File: config.mk
export PLATFORM = sky130hd
export DESIGN_NAME = pairwise_gcd_stream_inserter
export DESIGN_NICKNAME = d
export VERILOG_FILES = /design/src/rtl/core/pgsi_pkg.sv /design/src/rtl/core/pairwise_gcd_stream_inserter.sv /design/src/rtl/core/pgsi_gcd_unit.sv
export SDC_FILE = /design/constraint.sdc
export NUM_CORES = 1
export LEC_CHECK = 0
export BUFFER_PORTS_ARGS = -buffer_cell sky130_fd_sc_hd__buf_2
export CAP_MARGIN = 40
export CELL_PAD_IN_SITES_DETAIL_PLACEMENT = 1
export CELL_PAD_IN_SITES_GLOBAL_PLACEMENT = 1
export CORE_ASPECT_RATIO = 2
export CORE_UTILIZATION = 40
export DETAILED_ROUTE_END_ITERATION = 12
export PLACE_DENSITY = 0.69
export REMOVE_ABC_BUFFERS = 1
export SLEW_MARGIN = 20
export SYNTH_ARGS = -nofsm -noshare
export SYNTH_HDL_FRONTEND = slang
export SYNTH_SLANG_ARGS = --single-unit
File: constraint.sdc
create_clock -name clk -period 10.16 [get_ports clk]
set_input_delay 0.508 -clock clk [delete_from_list [all_inputs] [get_ports clk]]
set_output_delay 0.508 -clock clk [all_outputs]
set_load 0.005 [all_outputs]
File: src/rtl/core/pgsi_pkg.sv
// ----------------------------------------------------------------------------
// Pairwise GCD stream inserter package
// Shared default value width and the sequencer state type.
// ----------------------------------------------------------------------------
package pgsi_pkg;

  localparam int unsigned VALUE_WIDTH_DEF = 31;

  typedef enum logic [1:0] {
    ST_IDLE,
    ST_GCD,
    ST_DIV,
    ST_ELEM
  } state_t;

endpackage

File: src/rtl/core/pairwise_gcd_stream_inserter.sv
// ----------------------------------------------------------------------------
// Pairwise GCD stream inserter
// Passes a sequence through and inserts the GCD of each neighboring pair.
//
//   Channel  Direction  Handshake          Payload
//   in_      input      in_valid/in_ready  value, end_of_sequence
//   out_     output     out_valid/out_ready result_value, is_divisor, last,
//                                          sequence_end
//
// The first element of a sequence is accepted and then sent as its output beat.
// A later element starts the binary GCD loop in the shared unit; the result
// is then registered into the output register and sent as two output beats,
// the divisor and then the element.
// Reset is synchronous and clears the stored element and the sequencer.
// Input is taken only while no item is in work and no beat is waiting.
// ----------------------------------------------------------------------------
module pairwise_gcd_stream_inserter #(
  parameter int unsigned VALUE_WIDTH = pgsi_pkg::VALUE_WIDTH_DEF
) (
  input  logic                   clk,
  input  logic                   rst_n,
  input  logic                   in_valid,
  output logic                   in_ready,
  input  logic [VALUE_WIDTH-1:0] in_value,
  input  logic                   in_end_of_sequence,
  output logic                   out_valid,
  input  logic                   out_ready,
  output logic [VALUE_WIDTH-1:0] out_result_value,
  output logic                   out_is_divisor,
  output logic                   out_last,
  output logic                   out_sequence_end
);

  pgsi_pkg::state_t state_r, state_nxt;

  logic                   have_r, have_nxt;
  logic [VALUE_WIDTH-1:0] prev_r, prev_nxt;
  logic [VALUE_WIDTH-1:0] elem_r, elem_nxt;
  logic                   eos_r, eos_nxt;
  logic [VALUE_WIDTH-1:0] oval_r, oval_nxt;
  logic                   odiv_r, odiv_nxt;
  logic                   olast_r, olast_nxt;
  logic                   osend_r, osend_nxt;
  logic                   gcd_start;
  logic                   gcd_done;
  logic [VALUE_WIDTH-1:0] gcd_result;
  logic                   in_acc;

  pgsi_gcd_unit #(
    .VALUE_WIDTH(VALUE_WIDTH)
  ) u_gcd (
    .clk    (clk),
    .rst_n  (rst_n),
    .start  (gcd_start),
    .a_in   (prev_r),
    .b_in   (in_value),
    .done   (gcd_done),
    .result (gcd_result)
  );

  assign in_ready = (state_r == pgsi_pkg::ST_IDLE);
  assign in_acc   = in_valid && in_ready;

  always_comb begin
    state_nxt = state_r;
    have_nxt  = have_r;
    prev_nxt  = prev_r;
    elem_nxt  = elem_r;
    eos_nxt   = eos_r;
    oval_nxt  = oval_r;
    odiv_nxt  = odiv_r;
    olast_nxt = olast_r;
    osend_nxt = osend_r;
    gcd_start = 1'b0;
    unique case (state_r)
      pgsi_pkg::ST_IDLE: begin
        if (in_acc) begin
          elem_nxt = in_value;
          eos_nxt  = in_end_of_sequence;
          have_nxt = !in_end_of_sequence;
          prev_nxt = in_end_of_sequence ? '0 : in_value;
          if (have_r) begin
            gcd_start = 1'b1;
            state_nxt = pgsi_pkg::ST_GCD;
          end else begin
            oval_nxt  = in_value;
            odiv_nxt  = 1'b0;
            olast_nxt = 1'b1;
            osend_nxt = in_end_of_sequence;
            state_nxt = pgsi_pkg::ST_ELEM;
          end
        end
      end
      pgsi_pkg::ST_GCD: begin
        if (gcd_done) begin
          oval_nxt  = gcd_result;
          odiv_nxt  = 1'b1;
          olast_nxt = 1'b0;
          osend_nxt = 1'b0;
          state_nxt = pgsi_pkg::ST_DIV;
        end
      end
      pgsi_pkg::ST_DIV: begin
        if (out_ready) begin
          oval_nxt  = elem_r;
          odiv_nxt  = 1'b0;
          olast_nxt = 1'b1;
          osend_nxt = eos_r;
          state_nxt = pgsi_pkg::ST_ELEM;
        end
      end
      pgsi_pkg::ST_ELEM: begin
        if (out_ready) begin
          state_nxt = pgsi_pkg::ST_IDLE;
        end
      end
      default: state_nxt = pgsi_pkg::ST_IDLE;
    endcase
  end

  always_ff @(posedge clk) begin
    if (!rst_n) begin
      state_r <= pgsi_pkg::ST_IDLE;
      have_r  <= 1'b0;
      prev_r  <= '0;
    end else begin
      state_r <= state_nxt;
      have_r  <= have_nxt;
      prev_r  <= prev_nxt;
    end
    elem_r  <= elem_nxt;
    eos_r   <= eos_nxt;
    oval_r  <= oval_nxt;
    odiv_r  <= odiv_nxt;
    olast_r <= olast_nxt;
    osend_r <= osend_nxt;
  end

  assign out_valid        = (state_r == pgsi_pkg::ST_DIV) || (state_r == pgsi_pkg::ST_ELEM);
  assign out_result_value = oval_r;
  assign out_is_divisor   = odiv_r;
  assign out_last         = olast_r;
  assign out_sequence_end = osend_r;

endmodule

File: src/rtl/core/pgsi_gcd_unit.sv
// ----------------------------------------------------------------------------
// Iterative binary GCD unit
// One subtract, compare or halving step per cycle on a shared datapath.
// ----------------------------------------------------------------------------
module pgsi_gcd_unit #(
  parameter int unsigned VALUE_WIDTH = pgsi_pkg::VALUE_WIDTH_DEF
) (
  input  logic                   clk,
  input  logic                   rst_n,
  input  logic                   start,
  input  logic [VALUE_WIDTH-1:0] a_in,
  input  logic [VALUE_WIDTH-1:0] b_in,
  output logic                   done,
  output logic [VALUE_WIDTH-1:0] result
);

  localparam int unsigned KW = $clog2(VALUE_WIDTH + 1);

  logic                   busy_r, busy_nxt;
  logic                   done_r, done_nxt;
  logic [VALUE_WIDTH-1:0] a_r, a_nxt;
  logic [VALUE_WIDTH-1:0] b_r, b_nxt;
  logic [KW-1:0]          k_r, k_nxt;
  logic [VALUE_WIDTH-1:0] res_r, res_nxt;
  logic                   a_ge_b;
  logic [VALUE_WIDTH-1:0] diff;

  assign a_ge_b = (a_r >= b_r);
  assign diff   = a_ge_b ? (a_r - b_r) : (b_r - a_r);

  always_comb begin
    busy_nxt = busy_r;
    done_nxt = 1'b0;
    a_nxt    = a_r;
    b_nxt    = b_r;
    k_nxt    = k_r;
    res_nxt  = res_r;
    if (start) begin
      busy_nxt = 1'b1;
      a_nxt    = a_in;
      b_nxt    = b_in;
      k_nxt    = '0;
    end else if (busy_r) begin
      priority if (a_r == '0) begin
        res_nxt  = b_r << k_r;
        done_nxt = 1'b1;
        busy_nxt = 1'b0;
      end else if (b_r == '0) begin
        res_nxt  = a_r << k_r;
        done_nxt = 1'b1;
        busy_nxt = 1'b0;
      end else if (!a_r[0] && !b_r[0]) begin
        a_nxt = a_r >> 1;
        b_nxt = b_r >> 1;
        k_nxt = k_r + KW'(1);
      end else if (!a_r[0]) begin
        a_nxt = a_r >> 1;
      end else if (!b_r[0]) begin
        b_nxt = b_r >> 1;
      end else if (a_ge_b) begin
        a_nxt = diff;
      end else begin
        b_nxt = diff;
      end
    end
  end

  always_ff @(posedge clk) begin
    if (!rst_n) begin
      busy_r <= 1'b0;
      done_r <= 1'b0;
    end else begin
      busy_r <= busy_nxt;
      done_r <= done_nxt;
    end
    a_r   <= a_nxt;
    b_r   <= b_nxt;
    k_r   <= k_nxt;
    res_r <= res_nxt;
  end

  assign done   = done_r;
  assign result = res_r;

endmodule

Word level (Yosys, flattened, before mapping)
Cells that the tools add are included.
W data, S select, Z words.
{"block": "classes", "add_sub_neg": 3, "n_lt_le_gt_ge": 1, "eq_ne": 13, "n_shift": 2, "muxes": 54, "bitwise": 5, "n_reduce_logical": 23}
{"op": "$mux W31", "n": 24}
{"op": "$pmux W31 S3", "n": 1}
{"op": "$logic_not A31 Y1", "n": 2}
{"op": "$shl A31 B5 Y31", "n": 2}
{"op": "$sub A31 B31 Y31", "n": 2}
{"op": "$ge A31 B31 Y1", "n": 1}
{"op": "$mux W1", "n": 20}
{"op": "$reduce_and A5 Y1", "n": 3}
{"op": "$ne A4 B4 Y1 const B", "n": 3}
{"op": "$reduce_and A4 Y1", "n": 3}
{"op": "$mux W2", "n": 5}
{"op": "$ne A2 B2 Y1 const B", "n": 5}
{"op": "$pmux W1 S3", "n": 3}
{"op": "$pmux W2 S4", "n": 1}
{"op": "$reduce_and A3 Y1", "n": 2}
{"op": "$reduce_bool A3 Y1", "n": 2}
{"op": "$add A5 B1 Y5 const B", "n": 1}
{"op": "$not A1 Y1", "n": 5}
{"op": "$eq A2 B2 Y1 const B", "n": 2}
{"op": "$ne A2 B1 Y1 const B", "n": 2}
{"op": "$reduce_bool A2 Y1", "n": 2}
{"op": "$logic_not A1 Y1", "n": 3}
{"op": "$reduce_or A3 Y1", "n": 1}
{"op": "$eq A2 B1 Y1 const B", "n": 1}
{"op": "4 further kinds", "n": 5}
{"block": "totals", "register_bits": 200}

Depth between registers and ports, before layout
{"block": "logic_depth", "ltp_word": 10, "ltp_mapped": 12, "mapped_depth_nobuf": 12}

Hierarchy
From an unflattened synthesis, not the netlist that was laid out.
{"block": "unflattened", "cells_unflattened": 1510, "hier_area_um2": 13729.4}
{"mod": "pgsi_gcd_unit", "n_inst": 1, "cells_each": 1165, "area_each_um2": 9678.0, "seq_area_each_um2": 2932.8}
{"mod": "pairwise_gcd_stream_inserter", "n_inst": 1, "cells_each": 345, "area_each_um2": 4051.4, "seq_area_each_um2": 2662.6}

Worst setup path before layout
Ideal clock, no wire load.
{"block": "synth_path", "path_type": "flip-flop to flip-flop", "from": "reg u_gcd.b_r[9]", "to": "reg u_gcd.b_r[10], enable pin", "setup_ps": 392, "arrival_ps": 3107, "t_required_ps": 9768, "path_slack_ps": 6661, "stages_incl_launch_ff": 12, "n_path_buf": 2, "period_less_slack_ps": 3499, "path_cell_list": "edfxtp_1 inv_1 ha_1 buf_2 and4_1 and2_1 a22o_1 a31oi_2 a21oi_2 a21oi_1 buf_2 o31a_1"}
{"block": "synth_via", "elab_chain_len": 3, "word_cells_on_any_way": 5, "cone_classes": "order compare (1); eq/ne (2); reduce/logical (2)"}
{"element": "start: declaration", "line": "pgsi_gcd_unit.sv:22", "rtl": "logic [VALUE_WIDTH-1:0] b_r, b_nxt;"}
{"element": "start signal: assignment", "line": "pgsi_gcd_unit.sv:77", "rtl": "b_r <= b_nxt;"}
{"element": "$ge A31 B31 Y1 / $logic_not A31 Y1 (equally long branches)", "line": "pgsi_gcd_unit.sv:28, pgsi_gcd_unit.sv:48"}
{"element": "$ne A4 B4 Y1 (no source line) / $ne A2 B2 Y1 (equally long branches)"}
{"element": "$reduce_and A5 Y1 (no source line) (*)"}
Every way passes the cells marked *; elsewhere a longest branch is shown, timed or not.
A chain may end at the register's enable or synchronous reset.

Worst setup path in the final report
{"block": "layout_path", "from": "reg u_gcd.b_r[26]", "to": "reg u_gcd.a_r[29], data pin"}
{"block": "layout_via", "elab_chain_len": 10, "word_cells_on_any_way": 12, "cone_classes": "add/sub (2); order compare (1); mux (9)"}
{"element": "$sub A31 B31 Y31 / $ge A31 B31 Y1 (equally long branches)", "line": "pgsi_gcd_unit.sv:29, pgsi_gcd_unit.sv:28"}
{"element": "$mux W31 (*)", "line": "pgsi_gcd_unit.sv:29", "rtl": "assign diff = a_ge_b ? (a_r - b_r) : (b_r - a_r);"}
{"element": "$mux W31 (*)", "line": "pgsi_gcd_unit.sv:60", "rtl": "end else if (a_ge_b) begin"}
{"element": "$mux W31 (*)", "line": "pgsi_gcd_unit.sv:58", "rtl": "end else if (!b_r[0]) begin"}
{"element": "$mux W31 (*)", "line": "pgsi_gcd_unit.sv:56", "rtl": "end else if (!a_r[0]) begin"}
{"element": "$mux W31 (*)", "line": "pgsi_gcd_unit.sv:52", "rtl": "end else if (!a_r[0] && !b_r[0]) begin"}
{"element": "$mux W31 (*)", "line": "pgsi_gcd_unit.sv:48", "rtl": "end else if (b_r == '0) begin"}
{"element": "$mux W31 (*)", "line": "pgsi_gcd_unit.sv:44", "rtl": "priority if (a_r == '0) begin"}
{"element": "$mux W31 (*)", "line": "pgsi_gcd_unit.sv:43", "rtl": "end else if (busy_r) begin"}
{"element": "$mux W31 (*)", "line": "pgsi_gcd_unit.sv:38", "rtl": "if (start) begin"}
{"element": "net u_gcd.a_nxt[29]", "line": "pgsi_gcd_unit.sv:21", "rtl": "logic [VALUE_WIDTH-1:0] a_r, a_nxt;"}
{"element": "end signal: assignment", "line": "pgsi_gcd_unit.sv:76", "rtl": "a_r <= a_nxt;"}
{"element": "end: declaration", "line": "pgsi_gcd_unit.sv:21"}
The timed path passes the listed nets; every way through them passes the cells marked *. The select of a mux whose other input is x is not followed.

==> results.md <==
- H-tree Lvls: 4
- WP data required: about 10 ns
- IO Count: 72
- CP arrival: approximately 4.6 ns
- Fmax: about 230 MHz
- Post-DR vias/cell: 6.42
- GRT overflow: 0
- Main synth FF type: edfxtp_1
- Critical Path Source Type: flip-flop
- HPWL after detailed placement: between 40,000 and 50,000 microns
- Number of flops mapped to enable cells by yosys: 159
- Max-Cap Viols: 0
- Area contributors post-synth: edfxtp_1 (35%), a21oi_1 (7.0%), ha_1 (6.2%)
- Num CTS Buffers: 17
- Final WS setup: 5.85 ns
- Hold path cells: 1
- P per Cell Area: 255 nW/um^2
- Synth Area per Inst: approximately 8.7 sq um
- Layout cells sized above 1: a little over a tenth
- Hold_sp: in_value[23]
- Drt total wl: 62,900 microns
- Final period util: between 40% and 50%
- CP Capture Type: flip-flop
- Area leader, netlist: edfxtp_1
- Largest net degree at the start of global routing: 64
- Mapped Area: roughly 14,000 sq um
- Final ANT Viol Nets: 0
- P_leak: between 5 and 6 nW
- Distinct cells, synth: 74
- # hold bufs at CTS: 0
- Die extent in y: roughly 260 microns
- Multi-input logic area: around 7400 sq um
- Yosys warnings: 0
- Drt wl/cell: about 31 microns
- Slowest CP cell: ha_1
- Placement Setup Slack: 5.79 ns
- Fin. Hold Viols: 0
- Layout area overhead: 10.5%
- Rows: 95
- # port buffers: 71
- Storage cell area: roughly 5600 sq um
- Top cell type's share of synthesized area: between 30% and 40%
- Total Routing Usage GR: between 30% and 40%
- Worst path max stage delay: around 0.6 ns
- Clock latency on the worst-skew pair: about 0.47 ns
- Least-Margin Pin Slew: a little over 0.9 ns
- CP Cell Sequence: inv_1 -> ha_1 -> nand4_1 -> nor4b_1 -> nand3_1 -> nand3_1 -> and3_1 -> a41o_1 -> buf_4 -> o311ai_0 -> buf_1 -> a21oi_1
- Initial Utilization: between 40% and 50%
- Status: completed
- RSZ-0062 raised after global routing: false
- Worst setup startpoint: u_gcd.b_r[26]
- Gate count after technology mapping: between 1,500 and 2,000
- Slew HR: around 38%
- Clock-pin transition on the worst setup and hold timing paths: around 0.080 ns
- Core area: around 34,000 sq um
- Gpl congestion: around 1.0
- Diodes inserted: 0
- Skew final: 0.0159 ns
- Slew Limit Fails: 0
- # DRC: 0
- R2r worst-path depth: 12
- Antenna violations before repair: 1
- # nets final: 1,707
- First-pass GRT wire length: between 90,000 and 100,000 microns
- Minimum clock period: ~4.3 ns
- Fillcell total: between 3,000 and 4,000
- CP Max Fanout: 15
- Worst reg2reg startpoint: u_gcd.b_r[26]
- Setup Crit Path Kind: flip-flop to flip-flop
- First-pass DRT Iterations: 5
- Max clock buf depth: 2
- Total power: between 3 and 4 mW
- Vias in the first global route: 13,900
- Sequential area share after synthesis: roughly two fifths
- DRC violation total after the first TritonRoute iteration: roughly 900
- Die area: 35,000 sq um
- Tightest Hold Check Type: input port to flip-flop
- Most used cell, CP: nand3_1
- Clock root buffer: clkbuf_16
- Die W: 133 microns
- CTS sink cnt: 200
- Setup Fix Bufs, Post-CTS: 0
- Post-CTS sizing: 0
- Flop and latch count out of synthesis: 200
- Final Setup Violations: 0
- Async SR Flop Fraction: 0%
- Max rail drop VDD: about 0.24 mV
- Sum Neg Setup Slack: 0 ns
- Total number of vias: between 10,000 and 15,000
- CTS tree: done
-- layer usage --
| layer | track usage, % | vias to the layer above | wire length (microns) |
|---|---|---|---|
| li1 | - | 5889 | - |
| met1 | 35.0 | 6640 | 21400 |
| met2 | 66.6 | 442 | 33100 |
| met3 | 3.74 | 200 | 2080 |
| met4 | 32.4 | 0 | 6350 |
| met5 | 0 | - | 0 |
-- cell usage after synthesis (8+ instances only) --
master    count
nor2b_1       8
o22a_1       12
clkbuf_1     75
nand3_1      35
o21ai_0      58
mux2_2        9
a221oi_1     25
o211ai_1      9
o32ai_1      26
edfxtp_1    159
a21o_1       21
and3_1       42
nor3_1       47
dfxtp_1      41
a211oi_1     14
a22oi_1      33
buf_2        24
a21oi_1     193
nand2_1     100
nand4_1      21
or3_1         8
inv_1        80
a31oi_1      10
ha_1         68
mux2i_1      13
o21ai_1      16
xnor2_1      31
o21a_1       12
o22ai_1      34
nor4_1       16
xor2_1       18
o221ai_1      8
nor2_1      222
-- critical path: cells and delay by family (launching register included) --
kind	cells	cell delay (ns)
DFF	1	0.53
adders and majority gates	1	0.61
buffers and inverters	3	0.70
AOI/OAI and AO/OA	3	0.82
and+or+nand+nor	5	1.50
-- where the power goes --
group	switching (mW)	internal [mW]
clock network	0.378	0.335
logic	1.26	0.637
registers	0.0951	1.16
total	1.73	2.13
-- cell type report --
cell class                      count  share of cell area [%]
Multi-Input combinational cell   1190                    48.8
Sequential cell                   200                    36.9
Timing Repair Buffer              108                    4.59
Tap cell                          436                    3.60
Clock buffer                       17                    2.81
Inverter                           84                    2.08
Clock inverter                     15                    1.16
-- final timing paths --
path	slack (ns)	endpoint
hold reg to reg	0.49	prev_r[4]
setup reg to reg	5.85	u_gcd.a_r[29]
setup / recovery	5.85	u_gcd.a_r[29]
hold / removal	0.26	elem_r[23]
-- sequential cells by signal, indices dropped and copies added (netlist names) --
| register | cells |
|---|---|
| elem_r | 31 |
| eos_r | 1 |
| have_r | 1 |
| out_is_divisor | 1 |
| out_last | 1 |
| out_result_value | 31 |
| out_sequence_end | 1 |
| prev_r | 31 |
| state_r | 2 |
| u_gcd.a_r | 31 |
| u_gcd.b_r | 31 |
| u_gcd.busy_r | 1 |
| u_gcd.done | 1 |
| u_gcd.k_r | 5 |
| u_gcd.result | 31 |
-- stage by stage --
stage | hold WS, ns | area [sq um] | cells | utilization (%)
3_5_place_dp | 0.476 | 14500 | 2014 | 43.1
5_1_grt | 0.265 | 15100 | 2050 | 45.0
3_3_place_gp | 0.467 | 14400 | 2007 | 42.8
2_1_floorplan | 0.452 | 13300 | 1474 | -
6_report | 0.259 | 15100 | 2050 | 45.0
4_1_cts | 0.250 | 15100 | 2046 | 44.9
-- cells by family (layout without fill, tap and decap cells) --
group / after synthesis / in the layout / synth area share (%)
flops: 200 / 200 / 40.8
buf+inv: 191 / 224 / 5.48
fa+ha+maj: 70 / 70 / 6.50
compound gates: 512 / 512 / 23.8
mux: 24 / 24 / 2.02
simple gates: 535 / 535 / 18.2
xor+xnor: 49 / 49 / 3.13
-- cells in the final DEF, fill, tap and decap left out, types with 6 or more instances in the layout --
master / count
a211oi_1: 14
nor4_1: 16
nand2_1: 99
dfxtp_1: 40
a31oi_1: 10
nand3_1: 35
ha_1: 67
o21ai_0: 58
nand4_1: 21
or3_1: 7
edfxtp_1: 159
nor3_1: 47
a21oi_1: 192
nor3_2: 7
buf_2: 74
xnor2_1: 31
o221ai_1: 8
and2_1: 6
o22a_1: 12
mux2_2: 9
o211ai_1: 9
o21ai_1: 16
clkbuf_16: 17
and3_1: 41
buf_4: 26
nor2b_1: 8
nor2_1: 220
a21o_1: 21
xor2_1: 18
a221oi_1: 25
o21a_1: 12
a22oi_1: 33
o22ai_1: 34
mux2i_1: 13
o32ai_1: 26
inv_1: 79
Power figures use the tool's default switching activity.
